[config.mk]
export PLATFORM = sky130hd
export DESIGN_NAME = gbfs_ctrl
export DESIGN_NICKNAME = d
export VERILOG_FILES = /design/src/sv/gbfs_pkg.sv /design/src/sv/gbfs_ctrl.sv
export SDC_FILE = /design/constraint.sdc
export NUM_CORES = 1
export LEC_CHECK = 0
export ABC_AREA = 1
export BUFFER_PORTS_ARGS = -buffer_cell sky130_fd_sc_hd__buf_2
export CORE_MARGIN = 8
export CORE_UTILIZATION = 35
export DETAILED_ROUTE_END_ITERATION = 10
export GPL_ROUTABILITY_DRIVEN = 0
export GPL_TIMING_DRIVEN = 1
export HOLD_SLACK_MARGIN = 0.08
export PLACE_DENSITY = 0.64
export SETUP_SLACK_MARGIN = 0.1
export SLEW_MARGIN = 10
export SYNTH_ARGS = -nofsm -noshare
export SYNTH_HDL_FRONTEND = slang
export SYNTH_SLANG_ARGS = --single-unit
[constraint.sdc]
create_clock -name clk -period 1.7 [get_ports clk]
set_input_delay 0.085 -clock clk [delete_from_list [all_inputs] [get_ports clk]]
set_output_delay 0.085 -clock clk [all_outputs]
set_load 0.01 [all_outputs]
[src/sv/gbfs_pkg.sv]
// ------------------------------------------------------------------
// gbfs_pkg
// shared types and constants of the grid path searcher
// ------------------------------------------------------------------
package gbfs_pkg;
    localparam int MAX_ROWS_C = 16;
    localparam int MAX_COLS_C = 16;

    localparam logic [1:0] OP_WRITE = 2'd0;
    localparam logic [1:0] OP_SEARCH = 2'd1;
    localparam logic [1:0] OP_READ = 2'd2;

    localparam logic [1:0] ST_DONE = 2'd0;
    localparam logic [1:0] ST_FOUND = 2'd1;
    localparam logic [1:0] ST_UNREACH = 2'd2;
    localparam logic [1:0] ST_RANGE = 2'd3;

    localparam logic [1:0] MARK_UNSEEN = 2'd0;
    localparam logic [1:0] MARK_QUEUED = 2'd1;
    localparam logic [1:0] MARK_DONE = 2'd2;

    localparam logic [0:0] CFG_ROWS = 1'b0;
    localparam logic [0:0] CFG_COLS = 1'b1;

    typedef enum logic [3:0] {
        S_IDLE, S_CLEAR, S_SRC, S_CHECK, S_DEQ, S_QWAIT, S_NREQ, S_NTEST,
        S_BLACK, S_DSTREQ, S_DSTTEST, S_BACK, S_BACKW, S_STORE, S_READW, S_RESULT
    } state_t;

    typedef struct packed {
        logic load;      // latch the item
        logic clr_init;  // start mark clearing
        logic clr_step;
        logic src_enq;   // mark source queued, enqueue
        logic deq_req;
        logic deq_take;
        logic nb_req;    // read neighbour wall and mark
        logic nb_test;   // enqueue if free, advance direction
        logic mark_black;
        logic dst_req;
        logic back_init;
        logic back_step;
        logic back_store;
        logic res_fire;
        logic wall_wr;
        logic set_len;
    } ctrl_t;

    typedef struct packed {
        logic [1:0] op;
        logic clr_last;
        logic src_bad;     // source or destination out of grid, or source on a wall
        logic queue_empty;
        logic nb_last;     // last direction
        logic dst_black;
        logic dst_is_src;
        logic back_at_src;
        logic back_full;
        logic rd_ok;
    } stat_t;
endpackage

[src/sv/gbfs_ctrl.sv]
// ------------------------------------------------------------------
// gbfs_ctrl
// sequencer of writes, searches and reads
// ------------------------------------------------------------------
module gbfs_ctrl (
    input  logic            clk,
    input  logic            rst_n,
    input  logic            start,
    output logic            busy,
    input  gbfs_pkg::stat_t st,
    output gbfs_pkg::ctrl_t ctl
);
    import gbfs_pkg::*;

    state_t state_reg, state_next;

    always_ff @(posedge clk or negedge rst_n)
    begin
        if (!rst_n)
        begin
            state_reg <= S_IDLE;
        end
        else
        begin
            state_reg <= state_next;
        end
    end

    always_comb
    begin
        state_next = state_reg;
        unique case (state_reg)
            S_IDLE:
            begin
                if (start)
                begin
                    state_next = S_CHECK;
                end
            end
            S_CHECK:
            begin
                priority case (st.op)
                    OP_SEARCH: state_next = S_CLEAR;
                    OP_READ: state_next = S_READW;
                    default: state_next = S_RESULT;
                endcase
            end
            S_CLEAR:
            begin
                if (st.clr_last)
                begin
                    state_next = S_SRC;
                end
            end
            S_SRC: state_next = st.src_bad ? S_RESULT : S_DEQ;
            S_DEQ: state_next = st.queue_empty ? S_DSTREQ : S_QWAIT;
            S_QWAIT: state_next = S_NREQ;
            S_NREQ: state_next = S_NTEST;
            S_NTEST: state_next = st.nb_last ? S_BLACK : S_NREQ;
            S_BLACK: state_next = S_DEQ;
            S_DSTREQ: state_next = S_DSTTEST;
            S_DSTTEST:
            begin
                if (!st.dst_black || st.dst_is_src)
                begin
                    state_next = S_RESULT;
                end
                else
                begin
                    state_next = S_BACK;
                end
            end
            S_BACK: state_next = S_BACKW;
            S_BACKW: state_next = S_STORE;
            S_STORE:
            begin
                if (st.back_at_src || st.back_full)
                begin
                    state_next = S_RESULT;
                end
                else
                begin
                    state_next = S_BACK;
                end
            end
            S_READW: state_next = S_RESULT;
            S_RESULT: state_next = S_IDLE;
            default: state_next = S_IDLE;
        endcase
    end

    always_comb
    begin
        ctl = '0;
        busy = (state_reg != S_IDLE);
        unique case (state_reg)
            S_IDLE: ctl.load = start;
            S_CHECK:
            begin
                ctl.clr_init = (st.op == OP_SEARCH);
                ctl.wall_wr = (st.op == OP_WRITE);
            end
            S_CLEAR: ctl.clr_step = 1'b1;
            S_SRC: ctl.src_enq = !st.src_bad;
            S_DEQ: ctl.deq_req = !st.queue_empty;
            S_QWAIT: ctl.deq_take = 1'b1;
            S_NREQ: ctl.nb_req = 1'b1;
            S_NTEST: ctl.nb_test = 1'b1;
            S_BLACK: ctl.mark_black = 1'b1;
            S_DSTREQ: ctl.dst_req = 1'b1;
            S_DSTTEST:
            begin
                ctl.back_init = 1'b1;
                ctl.set_len = st.dst_black && st.dst_is_src;
            end
            S_BACK: ;
            S_BACKW: ctl.back_step = 1'b1;
            S_STORE:
            begin
                ctl.back_store = 1'b1;
                ctl.set_len = st.back_at_src || st.back_full;
            end
            S_READW: ;
            S_RESULT: ctl.res_fire = 1'b1;
            default: ;
        endcase
    end
endmodule

==> results.yml, run 1 <==
run_status:
  status: "completed"
flow_run:
  drv_cap: 0
pwr:
  p_clk_share_pct: 10.4
  p_seq_share_pct: 21.1
  p_comb_share_pct: 68.5
  vdd_drop_max_mv: 0.907
  p_leak_uw: 0.000485
  powerDensity_nw_per_um2: 1670
  p_int_uw: 505
  switching_share_pct: 56.1
  switching_power_uw: 646
clocking:
  clkLatencyLatePin_ps: 240
  cts_tree: "done"
  post-cts-setup-buffers: 0
  clkTransAtPathRegs_ps: 40
  cts-root-buf: "clkbuf_4"
  clkSinkCount: 4
  htree_levels: 1
  cts_buffers: 3
  ctsResizeCount: 0
  cts_buffer_depth: 2
layout:
  drive_gt1_share_pct: 35.2
  design_area_um2: 689
  stdcell_count: 143
  largest_reg_flops: 4
  diodes: 0
  area_delta_synth_final_pct: 39.8
  post-route-util_pct: 53.0
  fill_cells: 151
  final_nets: 144
sta:
  finalHoldViolations: 0
  worst_slew_pin_slew_ps: 327
  slew_viol_final: 0
  relSlewSlack_pct: 78.1
  clock_skew_ps: 1.31
  tns_ps: 0
  setup_viol: 0
  fin_crit_sh_pct: 85.9
  timing.fmax_mhz: 685
  fin_crit_ps: 1460
  rsz0062_at_grt: "no"
place:
  dp_cells: 139
  portBuffers: 29
  placed_cell_area_um2: 657
  hpwl_um: 1280
routing:
  drc: 0
  avgViaCountPerCell: 4.64
  routed_wl_um: 1500
  first_pass_iters: 4
  drt.antenna.violating_nets: 0
  drt_iter0_markers: 19
  num_vias: 664
  routedWlPerCell_um: 10.5
die:
  rows: 13
  die_x_um: 53.5
  fp.dieArea_um2: 2870
  start_util_pct: 37.9
  core_area_um2: 1300
  boundaryPins: 31
  die_h_um: 53.5
logic_synthesis:
  netlist_instances: 95
  syn_area_per_cell_um2: 5.19
  synth_top_cell_by_area: "dfrtp_1"
  synth_area_um2: 493
  synth_cell_type_count: 15
  synth_top_area_share_pct: 20.3
  synthesis.nets: 109
  ys_seq_area_share_pct: 20.3
  netlist_top_cells_area: "dfrtp_1 (20%), nand2_1 (20%), inv_1 (14%), nor2_1 (14%), nand3_1 (9.1%)"
  synth-seq-cells: 4
  synth-warning-count: 0
worst_setup_path:
  rr_startpoint: "state_reg[0]$_DFFE_PN0P_"
  reg2reg_to: "state_reg[3]$_DFFE_PN0P_"
  ff2ff_setup_slack_ps: 420
  arrival_ps: 1380
  worst-setup-path-type: "flop to primary output"
  critical_path.startpoint_type: "flop"
  crit_path_end_kind: "primary output"
  r2r_cells: 6
  cp.required_ps: 1620
  cp_max_fo: 6
grt:
  first_global_vias: 606
  antenna_found_initial: 0
  grt_max_degree: 9
  grt_pass1_wl_um: 2530
  grt_use_total_pct: 11.6
  grt-ovfl-total: 0
min_path:
  whs_path_depth: 4
  hp-start: "st[8]"
  hold_path.class: "input port to flop"
  whs_endpoint: "state_reg[0]$_DFFE_PN0P_"
worst max path at each step:
stage,from,end,depth (start not counted)
finish,state_reg[0]$_DFFE_PN0P_,ctl[1],5
global placement,state_reg[0]$_DFFE_PN0P_,state_reg[3]$_DFFE_PN0P_,6
CTS,state_reg[0]$_DFFE_PN0P_,ctl[1],5
global route,state_reg[3]$_DFFE_PN0P_,ctl[0],5
detailed placement,state_reg[0]$_DFFE_PN0P_,state_reg[3]$_DFFE_PN0P_,6
floorplan,state_reg[3]$_DFFE_PN0P_,state_reg[0]$_DFFE_PN0P_,6
synthesized netlist by cell type:
library cell and instances:
nand2_1 26, inv_1 18, nor2_1 18, nand3_1 9
dfrtp_1 4, inv_2 4, nor2_2 4, nand2_2 3
o21ai_1 3, a21oi_1 1, a21oi_2 1, nand4_1 1
nor2_4 1, nor3_1 1, o21ai_0 1
cell usage in the layout, fill, tap and decap left out:
cell type	netlist	routed
nand2_2	3	3
nor2_1	18	18
o21ai_0	1	1
nor3_1	1	1
dlygate4sd3_1	0	1
o21ai_1	3	3
nand4_1	1	1
clkbuf_4	0	3
inv_2	4	4
inv_1	18	18
buf_2	0	29
nor2_2	4	4
a21oi_1	1	1
a21oi_2	1	1
nor2_4	1	1
nand3_1	9	9
nand2_1	26	26
dfrtp_1	4	4
power by group through the flow:
stage	Combinational, µW	Sequential [µW]	Clock, µW
after floorplan	578	227	0
final	788	243	119
after global placement	788	242	0
after detailed placement	795	243	0
after CTS	799	242	123
after global routing	913	253	132
metal layers:
metal | vias to the layer above | wire length (µm) | global-route usage, %
met3 | 2 | 140 | 4.68
li1 | 352 | - | -
met2 | 28 | 680 | 18.6
met5 | - | 0 | 0
met4 | 0 | 9 | 5.04
met1 | 282 | 675 | 13.5
worst max-delay path, stage by stage (launching register included):
cell     delay (ps)
dfrtp_1         440
nand2_1         190
inv_1           150
nand2_1          80
nor3_1          120
buf_2           150
repair_timing:
action	in CTS	in global routing
endpoints found under the hold margin	4	0
endpoints found under the setup margin	0	0
hold buffers	1	0
layout make-up:
class	instances	area [µm²]	area share (%)
sequential	4	100	14.5
timing repair buffer	30	155	22.5
clock buffer	3	22.5	3.27
multi-input combinational	69	310	45.0
tap	15	18.8	2.72
inverter	22	82.6	12.0
logic make-up (layout without fill, tap and decap cells):
| family | count (synthesis) | count (layout) | synth area share (%) |
|---|---|---|---|
| compound gates | 6 | 6 | 6.85 |
| buf+inv | 22 | 55 | 16.7 |
| flops | 4 | 4 | 20.3 |
| simple gates | 63 | 63 | 56.1 |
through the flow:
| step | total power [µW] | hold WS [ps] | worst slack, ps |
|---|---|---|---|
| 3_3_place_gp | 1030 | -111 | 448 |
| 6_report | 1150 | 102 | 240 |
| 3_5_place_dp | 1040 | -107 | 425 |
| 5_1_grt | 1300 | 127 | 137 |
| 2_1_floorplan | 805 | -211 | 574 |
| 4_1_cts | 1160 | 99.9 | 235 |
Power figures use the tool's default switching activity.
==> run 2, diff against run 1 <==
- CORE_MARGIN: 8 -> 5
==> run 2 against run 1 <==
Effect of this change:
- non-clock buffer count stayed put
- register-to-register slack improved by 30 ps
- combinational power about the same
- wire length is 2.4% lower
- total power is 0.57% higher
- setup slack lost 9.4 ps
- final area stayed put
- maximum frequency down 0.64%
- global-route usage up 2.7 points
- critical path type unchanged
==> results.yml, run 2 (synthesis gave the netlist of run 1 again) <==
die:
  die_h_um: 47.5
  core_area_um2: 1320
  start_util_pct: 37.4
  die_x_um: 47.5
  boundaryPins: 31
  fp.dieArea_um2: 2260
  rows: 13
sta:
  timing.fmax_mhz: 681
  fin_crit_ps: 1470
  fin_ws_ps: 231
  fin_crit_sh_pct: 86.4
  tns_ps: 0
  slew_viol_final: 0
  rsz0062_at_grt: "no"
  worst_slew_pin_slew_ps: 314
  relSlewSlack_pct: 79.0
  setup_viol: 0
  clock_skew_ps: 12.4
  finalHoldViolations: 0
routing:
  drt.antenna.violating_nets: 0
  num_vias: 666
  drc: 0
  first_pass_iters: 4
  routed_wl_um: 1470
  routedWlPerCell_um: 10.3
  drt_iter0_markers: 22
  avgViaCountPerCell: 4.66
grt:
  grt_use_total_pct: 14.3
  first_global_vias: 540
  grt-ovfl-total: 0
  antenna_found_initial: 0
  grt_max_degree: 9
  grt_pass1_wl_um: 2250
worst_setup_path:
  max_stage_delay_ps: 520
  crit_path_end_kind: "primary output"
  ff2ff_setup_slack_ps: 450
  worst-setup-path-type: "flop to primary output"
  cp_max_fo: 6
  crit_chain: "inv_2 -> nor2_2 -> nand2_2 -> o21ai_1 -> buf_2"
  cp.required_ps: 1620
  arrival_ps: 1380
  critical_path.startpoint_type: "flop"
  slowest_stage: "dfrtp_1"
pwr:
  powerDensity_nw_per_um2: 1680
  vdd_drop_max_mv: 0.648
  switching_power_uw: 652
  p_comb_share_pct: 68.2
  p_leak_uw: 0.000485
  p_seq_share_pct: 21.3
  p_clk_share_pct: 10.5
  switching_share_pct: 56.4
  p_int_uw: 505
run_status:
  status: "completed"
flow_run:
  drv_cap: 0
layout:
  layout_commonest_cell: "buf_2"
  seq_area_um2: 100
  multi_input_area_um2: 310
  final_cell_mix: "buf_2 (29), nand2_1 (26), inv_1 (18), nor2_1 (18), nand3_1 (9)"
  fill_cells: 139
  area_delta_synth_final_pct: 39.8
  largest_reg_flops: 4
  diodes: 0
  drive_gt1_share_pct: 35.2
  final_nets: 144
place:
  hpwl_um: 1230
  portBuffers: 29
  pre_cts_ws_ps: 466
clocking:
  ctsResizeCount: 0
  clkSinkCount: 4
  cts_buffers: 3
  htree_levels: 1
  post-cts-setup-buffers: 0
  cts-root-buf: "clkbuf_4"
  cts_buffer_depth: 2
  cts_tree: "done"
  clkTransAtPathRegs_ps: 40
  clkLatencyLatePin_ps: 240
min_path:
  hold_path.class: "input port to flop"
==> run 2: cell counts in the layout (fill, tap and decap cells not counted) <==
No cell type changed its count.
==> run 2: layout make-up <==
class                           instances  share of cell area [%]
Multi-Input combinational cell         69                    45.0
Sequential cell                         4                    14.5
Timing Repair Buffer                   30                    22.5
Inverter                               22                    12.0
Clock buffer                            3                    3.27
Tap cell                               15                    2.72
==> run 2: path summary, 6_finish.rpt <==
path                                          start                  endpoint  depth (start not counted)
max                        state_reg[3]$_DFFE_PN0P_                    ctl[0]                          5
min                                           st[8]  state_reg[0]$_DFFE_PN0P_                          4
max reg2reg                state_reg[1]$_DFFE_PN0P_  state_reg[2]$_DFFE_PN0P_                          6
min reg2reg                state_reg[1]$_DFFE_PN0P_  state_reg[0]$_DFFE_PN0P_                          5
max in group asynchronous                     rst_n  state_reg[2]$_DFFE_PN0P_                          2
min in group asynchronous                     rst_n  state_reg[0]$_DFFE_PN0P_                          2
==> run 2: through the flow <==
stage / hold WS, ps / utilization, % / total power, µW / cells / area, µm²
CTS: 108 / 52.3 / 1160 / 143 / 689
global placement: -111 / 49.9 / 1030 / 139 / 657
finish: 98.0 / 52.3 / 1160 / 143 / 689
floorplan: -211 / - / 805 / 95 / 493
global route: 118 / 52.3 / 1280 / 143 / 689
detailed placement: -104 / 49.9 / 1040 / 139 / 657
==> run 2: layer usage <==
layer | GRT usage (%) | wire [µm] | vias to the layer above
li1 | - | - | 352
met1 | 17.0 | 576 | 270
met2 | 24.3 | 675 | 39
met3 | 2.26 | 186 | 5
met4 | 8.06 | 29 | 0
met5 | 0 | 0 | -
==> run 2: power by group through the flow <==
stage,Combinational (µW),Clock [µW],Sequential [µW]
2_1_floorplan,578,0,227
3_5_place_dp,794,0,243
5_1_grt,894,130,255
3_3_place_gp,782,0,244
6_report,789,122,247
4_1_cts,799,120,243
==> run 2: critical path: cells and delay by family (launching register included) <==
| family | cells | cell delay [ps] |
|---|---|---|
| buffers and inverters | 2 | 210 |
| AOI/OAI and AO/OA | 1 | 130 |
| DFF | 1 | 520 |
| and+or+nand+nor | 2 | 300 |
==> run 2: timing repair <==
item	in CTS	in global routing
hold buffers	1	0
setup endpoints to repair	0	0
hold endpoints to repair	4	0
